### config.mk
export PLATFORM = sky130hd
export DESIGN_NAME = htwd_walk
export DESIGN_NICKNAME = d
export VERILOG_FILES = /design/src/rtl/htwd_pkg.sv /design/src/rtl/htwd_walk.sv
export SDC_FILE = /design/constraint.sdc
export NUM_CORES = 1
export LEC_CHECK = 0
export ABC_AREA = 1
export BUFFER_PORTS_ARGS = -buffer_cell sky130_fd_sc_hd__buf_2
export CORE_UTILIZATION = 35
export CTS_CLUSTER_DIAMETER = 30
export DETAILED_ROUTE_END_ITERATION = 8
export GPL_TIMING_DRIVEN = 0
export PLACE_DENSITY = 0.71
export SETUP_SLACK_MARGIN = 0.1
export SYNTH_ARGS = -nofsm -noshare
export SYNTH_HDL_FRONTEND = slang
export SYNTH_SLANG_ARGS = --single-unit
### constraint.sdc
create_clock -name clk -period 1.7 [get_ports clk]
set_input_delay 0.255 -clock clk [delete_from_list [all_inputs] [get_ports clk]]
set_output_delay 0.255 -clock clk [all_outputs]
set_load 0.02 [all_outputs]
### src/rtl/htwd_pkg.sv
`default_nettype none
package htwd_pkg;

	localparam int NODE_W        = 9;
	localparam int SYM_W         = 8;
	localparam int BITS_PER_BYTE = 8;
	localparam int POS_W         = 3;
	localparam int CNT_W         = 4;

	// Item operation codes
	localparam logic [1:0] OP_LOAD  = 2'd0;
	localparam logic [1:0] OP_DATA  = 2'd1;
	localparam logic [1:0] OP_FINAL = 2'd2;

	typedef struct packed {
		logic [1:0]        op;
		logic [NODE_W-1:0] node_index;
		logic [NODE_W-1:0] child_zero;
		logic [NODE_W-1:0] child_one;
		logic              is_leaf;
		logic [SYM_W-1:0]  leaf_symbol;
		logic [SYM_W-1:0]  data_byte;
		logic [POS_W-1:0]  bit_high;
		logic [POS_W-1:0]  bit_low;
	} code_item_t;

	typedef struct packed {
		logic [SYM_W-1:0] symbol;
		logic             last;
	} sym_item_t;

	// One node table entry
	typedef struct packed {
		logic [NODE_W-1:0] child_zero;
		logic [NODE_W-1:0] child_one;
		logic              is_leaf;
		logic [SYM_W-1:0]  symbol;
	} node_t;

	typedef struct packed {
		logic              en;
		logic [NODE_W-1:0] idx;
		node_t             node;
	} wr_req_t;

	typedef struct packed {
		logic      valid;
		sym_item_t item;
	} emit_t;

endpackage
`default_nettype wire

### src/rtl/htwd_walk.sv
`default_nettype none
module htwd_walk
	import htwd_pkg::*;
(
	input  wire logic              clk,
	input  wire logic              arst_n,
	input  wire logic              code_valid,
	output logic                   code_stall,
	input  wire code_item_t        code,
	input  wire node_t             entry,
	input  wire node_t             root,
	input  wire logic              out_free,
	output logic [NODE_W-1:0]      rd_node,
	output wr_req_t                wr,
	output emit_t                  emit
);

	localparam logic [1:0] ST_IDLE = 2'd0;
	localparam logic [1:0] ST_WALK = 2'd1;
	localparam logic [1:0] ST_DONE = 2'd2;

	logic [1:0]               state_q;
	logic [NODE_W-1:0]        cur_q;
	logic [NODE_W-1:0]        cur_d;
	logic [BITS_PER_BYTE-1:0] shift_q;
	logic [CNT_W-1:0]         cnt_q;
	logic                     final_q;
	logic                     pend_valid_q;
	logic [SYM_W-1:0]         pend_sym_q;

	logic                     accept;
	logic                     is_data;
	node_t                    eff;
	logic [NODE_W-1:0]        next_node;
	logic                     bits_left;
	logic                     need_emit;
	logic                     blocked;
	logic                     advance;
	logic [CNT_W-1:0]         span;

	assign code_stall = (state_q != ST_IDLE);
	assign accept     = (state_q == ST_IDLE) && code_valid;
	assign is_data    = (code.op == OP_DATA) || (code.op == OP_FINAL);

	// Leaf emits and the walk restarts from the root before the bit
	assign eff       = entry.is_leaf ? root : entry;
	assign next_node = shift_q[BITS_PER_BYTE-1] ? eff.child_one : eff.child_zero;
	assign bits_left = (cnt_q != '0);
	assign need_emit = entry.is_leaf && (bits_left || final_q);
	assign blocked   = need_emit && pend_valid_q && !out_free;
	assign advance   = (state_q == ST_WALK) && !blocked;

	assign span = (code.bit_low <= code.bit_high)
		? ({1'b0, code.bit_high} - {1'b0, code.bit_low} + CNT_W'(1)) : '0;

	// Next node; the memory reads it so its entry is ready next cycle
	always_comb begin
		cur_d = cur_q;
		if (advance) begin
			if (bits_left) begin
				cur_d = next_node;
			end else if (need_emit) begin
				cur_d = '0;
			end
		end
	end
	assign rd_node = cur_d;

	// Table load request
	always_comb begin
		wr.en              = accept && (code.op == OP_LOAD);
		wr.idx             = code.node_index;
		wr.node.child_zero = code.child_zero;
		wr.node.child_one  = code.child_one;
		wr.node.is_leaf    = code.is_leaf;
		wr.node.symbol     = code.leaf_symbol;
	end

	// Release the held symbol once a newer one or the item end is known
	always_comb begin
		emit.valid       = 1'b0;
		emit.item.symbol = pend_sym_q;
		emit.item.last   = 1'b0;
		if (advance && need_emit && pend_valid_q) begin
			emit.valid = 1'b1;
		end else if (state_q == ST_DONE && pend_valid_q && out_free) begin
			emit.valid     = 1'b1;
			emit.item.last = 1'b1;
		end
	end

	// Sequencer, bit shifter and held symbol
	always_ff @(posedge clk or negedge arst_n) begin
		if (!arst_n) begin
			state_q      <= ST_IDLE;
			cur_q        <= '0;
			cnt_q        <= '0;
			final_q      <= 1'b0;
			pend_valid_q <= 1'b0;
		end else begin
			cur_q <= cur_d;
			unique case (state_q)
				ST_IDLE: begin
					if (accept && is_data) begin
						cnt_q   <= span;
						final_q <= (code.op == OP_FINAL);
						state_q <= ST_WALK;
					end
				end
				ST_WALK: begin
					if (advance) begin
						if (need_emit) begin
							pend_valid_q <= 1'b1;
						end
						if (bits_left) begin
							cnt_q <= cnt_q - CNT_W'(1);
						end else begin
							state_q <= ST_DONE;
						end
					end
				end
				ST_DONE: begin
					if (!pend_valid_q) begin
						state_q <= ST_IDLE;
					end else if (out_free) begin
						pend_valid_q <= 1'b0;
						state_q      <= ST_IDLE;
					end
				end
				default: begin
					state_q <= ST_IDLE;
				end
			endcase
		end
	end

	// Payload: shift the coded bits out MSB first, hold the newest symbol
	always_ff @(posedge clk) begin
		if (accept && is_data) begin
			shift_q <= code.data_byte << (~code.bit_high);
		end else if (advance && bits_left) begin
			shift_q <= shift_q << 1;
		end
		if (advance && need_emit) begin
			pend_sym_q <= entry.symbol;
		end
	end

endmodule
`default_nettype wire

After elaboration in Yosys (flattened, before gate mapping)
Index checks and enable logic that the tools add are counted.
- flip-flop bits (word level): 33
- bits in latches: 0
- RAM bits: 0
- bits in read-only memories: 0
- input bits: 110
- output and inout port bits: 57
- logic and storage cells: 76
- memories kept: 0
- add/subtract/negate cells: 3
- multiply operators: 0
- divide/modulo/power cells: 0
- order comparisons: 1
- equality and inequality tests: 10
- shift-type cells: 1
- muxes and demuxes: 26
- bitwise logic cells: 1
- reductions and logical operators: 27
- operators by type and width (kind ; number):
    $mux 9 ; 4
    $mux 27 ; 1
    $mux 4 ; 4
    $mux 8 ; 2
    $logic_and 1x1->1 ; 12
    $mux 2 ; 5
    $ne 2x2->1 const B ; 4
    $pmux 4 s2 ; 1
    $reduce_and 4->1 ; 2
    $reduce_bool 2->1 ; 4
    $shl 8x3->8 ; 1
    $mux 1 ; 7
    $pmux 2 s3 ; 1
    $add 4x1->4 const B ; 1
    $eq 2x1->1 const B ; 2
    $eq 2x2->1 const B ; 2
    $logic_not 2->1 ; 2
    $reduce_bool 4->1 ; 1
    $sub 3x3->4 ; 1
    $sub 4x1->4 const B ; 1
    $le 3x3->1 ; 1
    $ne 3x3->1 const B ; 1
    $not 3->3 ; 1
    $reduce_and 3->1 ; 1
    other kinds (5) ; 7

Logic depth before layout (Yosys ltp)
- depth after elaboration: 10
- mapped depth: 14
- mapped depth without buffers: 13

Least setup slack after synthesis
No wires, ideal clock.
- path kind: input to register
- from: input code[4] in the netlist's numbering
- to: register cnt_q[2]
- setup time: 65 ps
- arrival time: 1767 ps
- data required time: 1635 ps
- path slack: -132 ps
- cell stages on the path: 12
- buffers on the path: 1
- cells stage by stage: buf_2 > inv_2 > ha_1 > inv_1 > ha_1 > fa_1 > inv_1 > nor2_1 > nand2_1 > nand2_1 > nand2_1 > nand2_1
- longest elaborated chain between the ends: 5
- elaborated cells between the ends (all ways): 6
- those cells by class: 2 x add/sub; 1 x order compare; 3 x mux
- ends and longest elaborated chain (what ; line ; RTL):
    start, declared ; htwd_walk.sv:9 ; input wire code_item_t code,
    $sub 3x3->4 ; htwd_walk.sv:54 ; ? ({1'b0, code.bit_high} - {1'b0, code.bit_low} + CNT_W'(1)) : '0;
    $add 4x1->4 ; htwd_walk.sv:54 ;
    $mux 4 (*) ; htwd_walk.sv:54 ;
    $mux 4 (*) ; htwd_walk.sv:104 ; if (accept && is_data) begin
    $pmux 4 s2 (*) ; htwd_walk.sv:102 ; unique case (state_q)
    end signal, assigned ; htwd_walk.sv:105 ; cnt_q <= span;
    end signal, assigned ; htwd_walk.sv:116 ; cnt_q <= cnt_q - CNT_W'(1);
    end, declared ; htwd_walk.sv:26 ; logic [CNT_W-1:0] cnt_q;
Mark *: on every way between the ends. The rest lies on a longest branch, timed or not. The select of a mux whose other input is x is not followed.
A chain may end at the register's enable or synchronous reset.

Worst setup path in the final report
- from: register cnt_q[0]
- to: output rd_node[0]
- longest elaborated chain between the ends: 8
- elaborated cells between the ends (all ways): 10
- those cells by class: 3 x mux; 7 x reduce/logical
- ends and longest elaborated chain (what ; line ; RTL):
    $reduce_bool 4->1 (*) ; htwd_walk.sv:48 ; assign bits_left = (cnt_q != '0);
    $logic_or 1x1->1 ; htwd_walk.sv:49 ; assign need_emit = entry.is_leaf && (bits_left || final_q);
    $logic_and 1x1->1 ; htwd_walk.sv:49 ;
    $logic_and 1x1->1 (2 in a row) ; htwd_walk.sv:50 ; assign blocked = need_emit && pend_valid_q && !out_free;
    $logic_not 1->1 ; htwd_walk.sv:51 ; assign advance = (state_q == ST_WALK) && !blocked;
    $logic_and 1x1->1 ; htwd_walk.sv:51 ;
    $mux 9 (*) ; htwd_walk.sv:59 ; if (advance) begin
    end, declared ; htwd_walk.sv:13 ; output logic [NODE_W-1:0] rd_node,
Mark *: on every way between the ends. The rest lies on a longest branch, timed or not.

==> impl_metrics.toml <==
[outcome]
status = "complete, but fails checks"
violations = "setup timing"

[grt]
grt_pass1_vias = 2515
grt_usage = 0.173
grt_max_degree = 18
grt_overflow = 0
antenna_found_initial = 0
grt_pass1_wl_um = 10800

[synthesis]
synth.top_cell.area_share = 0.193
synth_area_leaders = "nand2_1 (19%), edfxtp_1 (18%), dfrtp_1 (16%), buf_4 (11%), nand3_1 (7.0%)"
synth_area_leader_cell = "nand2_1"
synth.distinct_cells = 33
synth.yosys.seq_area_share = 0.345
synthCells = 357
syn-cell-area_um2 = 2630
ys_ff_latch = 33
synth_nets = 478
ys_warn_count = 0
synth_area_per_cell_um2 = 7.36

[worst_setup_path]
critPathMostFrequentCell = "nand2_1"
crit_path_max_incr_delay_ps = 400
r2r_start = "state_q[1]"
path_class = "register to output port"
reg2reg_depth = 6
r2r_end = "shift_q[6]"
cp_num_buf_inv = 4
cp.required_ps = 1440
r2r_setup_slack_ps = 170
cp_top_family = "buffers and inverters"
critPathMaxFanout = 6
critPathLaunchType = "register"
path_cells = "inv_2 -> ha_4 -> nand2_4 -> buf_8 -> inv_4 -> o211ai_1 -> nand2_1 -> nand2_1 -> nand2_2 -> buf_6"
end_kind = "output port"
cp_data_arrival_time_ps = 1620
cp_slowest_cell = "dfrtp_1"

[flow_run]
maxCapViolations = 0

[power_and_ir_drop]
p_total_mw = 5.63
power_density_nw_per_um2 = 1440
leakage_nw = 2.08
ir_worst_vdd_mv = 0.513

[clock_tree]
cts_sinks = 33
insertion_delay_ps = 270
clk_pin_slew_ps = 60
htreeDepth = 2
cts_buffers = 5
cts_root_buf = "clkbuf_8"
cts_buffer_depth = 2
cts_tree = "done"

[worst_hold_path]
hold_end = "pend_sym_q[1]"
min_from = "entry[1]"
holdPathStages = 1
hp-class = "input port to register"

[timing]
finalMaxSlewViolations = 0
layout_setup_ws_ps = -176
max_freq_mhz = 533
slew_headroom = 0.725
hold_violations = 0
fin_crit_sh = 1.10
tightest_slew_ps = 409
timing.hold.ws_ps = 156
post-route-min-period_ps = 1880
rsz0062_at_grt = "true"
finalClockSkew_ps = 5.86
finalSetupTns_ps = -1310
setup_viol = 9

[final_layout]
most-common-layout-cells = "nand2_1 (124), buf_2 (114), buf_4 (55)"
drive_gt1_frac = 0.483
diodes = 0
final_core_util = 0.539
syn_to_final_growth_pct = 48.7
final_common_cell = "nand2_1"
finalNetCount = 629

[floorplan]
dieArea_um2 = 7860
core_um2 = 7250
row_count = 31
die_height_um = 88.7
ios = 167
die_w_um = 88.7
initial_core_util = 0.362

[placed_design]
io_buffers = 120
place_hpwl_um = 4970
globalplace.congestion = 0.827

[detailed_routing]
vias = 2788
wl_per_cell_um = 11.5
wl_um = 6980
detail-route-antenna-nets = 0
first_pass_iters = 4
drtIter0Drc = 93
post-route-drc-count = 0
vias_per_cell = 4.59
## synth_stat cells, drive strengths merged
cell / count
nand2: 139
buf: 46
nand3: 41
inv: 32
dfrtp: 17
edfxtp: 16
nor2: 16
o21ai: 12
o211ai: 11
ha: 9
a21oi: 5
nand4: 3
fa: 2
or2: 2
a22o: 1
and3: 1
clkbuf: 1
clkinv: 1
o21bai: 1
o31ai: 1
## worst max-delay path by stage
stage	cells after the start	startpoint	end	slack [ps]
global placement	10	cnt_q[0]	rd_node[4]	-60
CTS	10	cnt_q[1]	rd_node[3]	-180
detailed placement	14	code[4]	cnt_q[3]	-100
global route	10	cnt_q[1]	rd_node[0]	-280
finish	10	cnt_q[0]	rd_node[0]	-180
floorplan	12	code[4]	cnt_q[2]	10
## power breakdown
part	switching, mW	internal [mW]
Clock	0.264	0.275
Sequential	0.163	1.19
Combinational	2.08	1.65
Total	2.51	3.12
## final cells by class
type / count / area (um2)
Fill cell: 671 / 3340
Multi-Input combinational cell: 246 / 1440
Sequential cell: 33 / 908
Timing Repair Buffer: 141 / 835
Buffer: 47 / 372
Inverter: 33 / 148
Tap cell: 99 / 124
Clock buffer: 5 / 68.8
Clock inverter: 3 / 12.5
Timing Repair inverter: 1 / 6.26
## worst reg2reg max path, cell delays in order, from the launching register on
cell and delay [ps]:
dfrtp_1 390, buf_4 150, nor2_4 160, nand3_4 220
buf_6 220, nand2_1 60, nand3_1 80
## state kept, by name, summed over array words and instances (netlist names)
signal        count
shift_q           8
state_q           2
cur_q             9
final_q           1
pend_sym_q        8
cnt_q             4
pend_valid_q      1
## metal layers
metal	wire [um]	GRT usage	share of wire	vias up
li1	-	-	-	1421
met1	2870	0.206	0.41	1254
met2	3600	0.320	0.52	107
met3	440	0.0280	0.063	6
met4	68	0.0499	0.0097	0
met5	0	0	0	-
## cell families after synthesis
| kind of cell | Yosys count | share of synthesized area |
|---|---|---|
| AND/OR/NAND/NOR | 202 | 0.340 |
| buffers and inverters | 80 | 0.179 |
| flip-flops | 33 | 0.345 |
| AO/OA/AOI/OAI | 31 | 0.0781 |
| adder cells (fa/ha/maj) | 11 | 0.0581 |
## stage by stage
step	instance area (um2)	setup slack [ps]	cells
final	3910	-176	608
after global routing	3910	-275	608
after detailed placement	3400	-98.8	576
after CTS	3810	-176	603
after floorplan	2680	10.2	357
after global placement	3400	-64.2	576
## what timing repair did
item                                    CTS  global route
endpoints found under the setup margin   26            22
hold endpoints to repair                 17             0
pin swaps                                15            20
buffers inserted                         16             8
hold buffers                              1             0
cloned                                    2             2
resized for setup                        57            16
No activity file was read; power rests on OpenSTA's default activity.
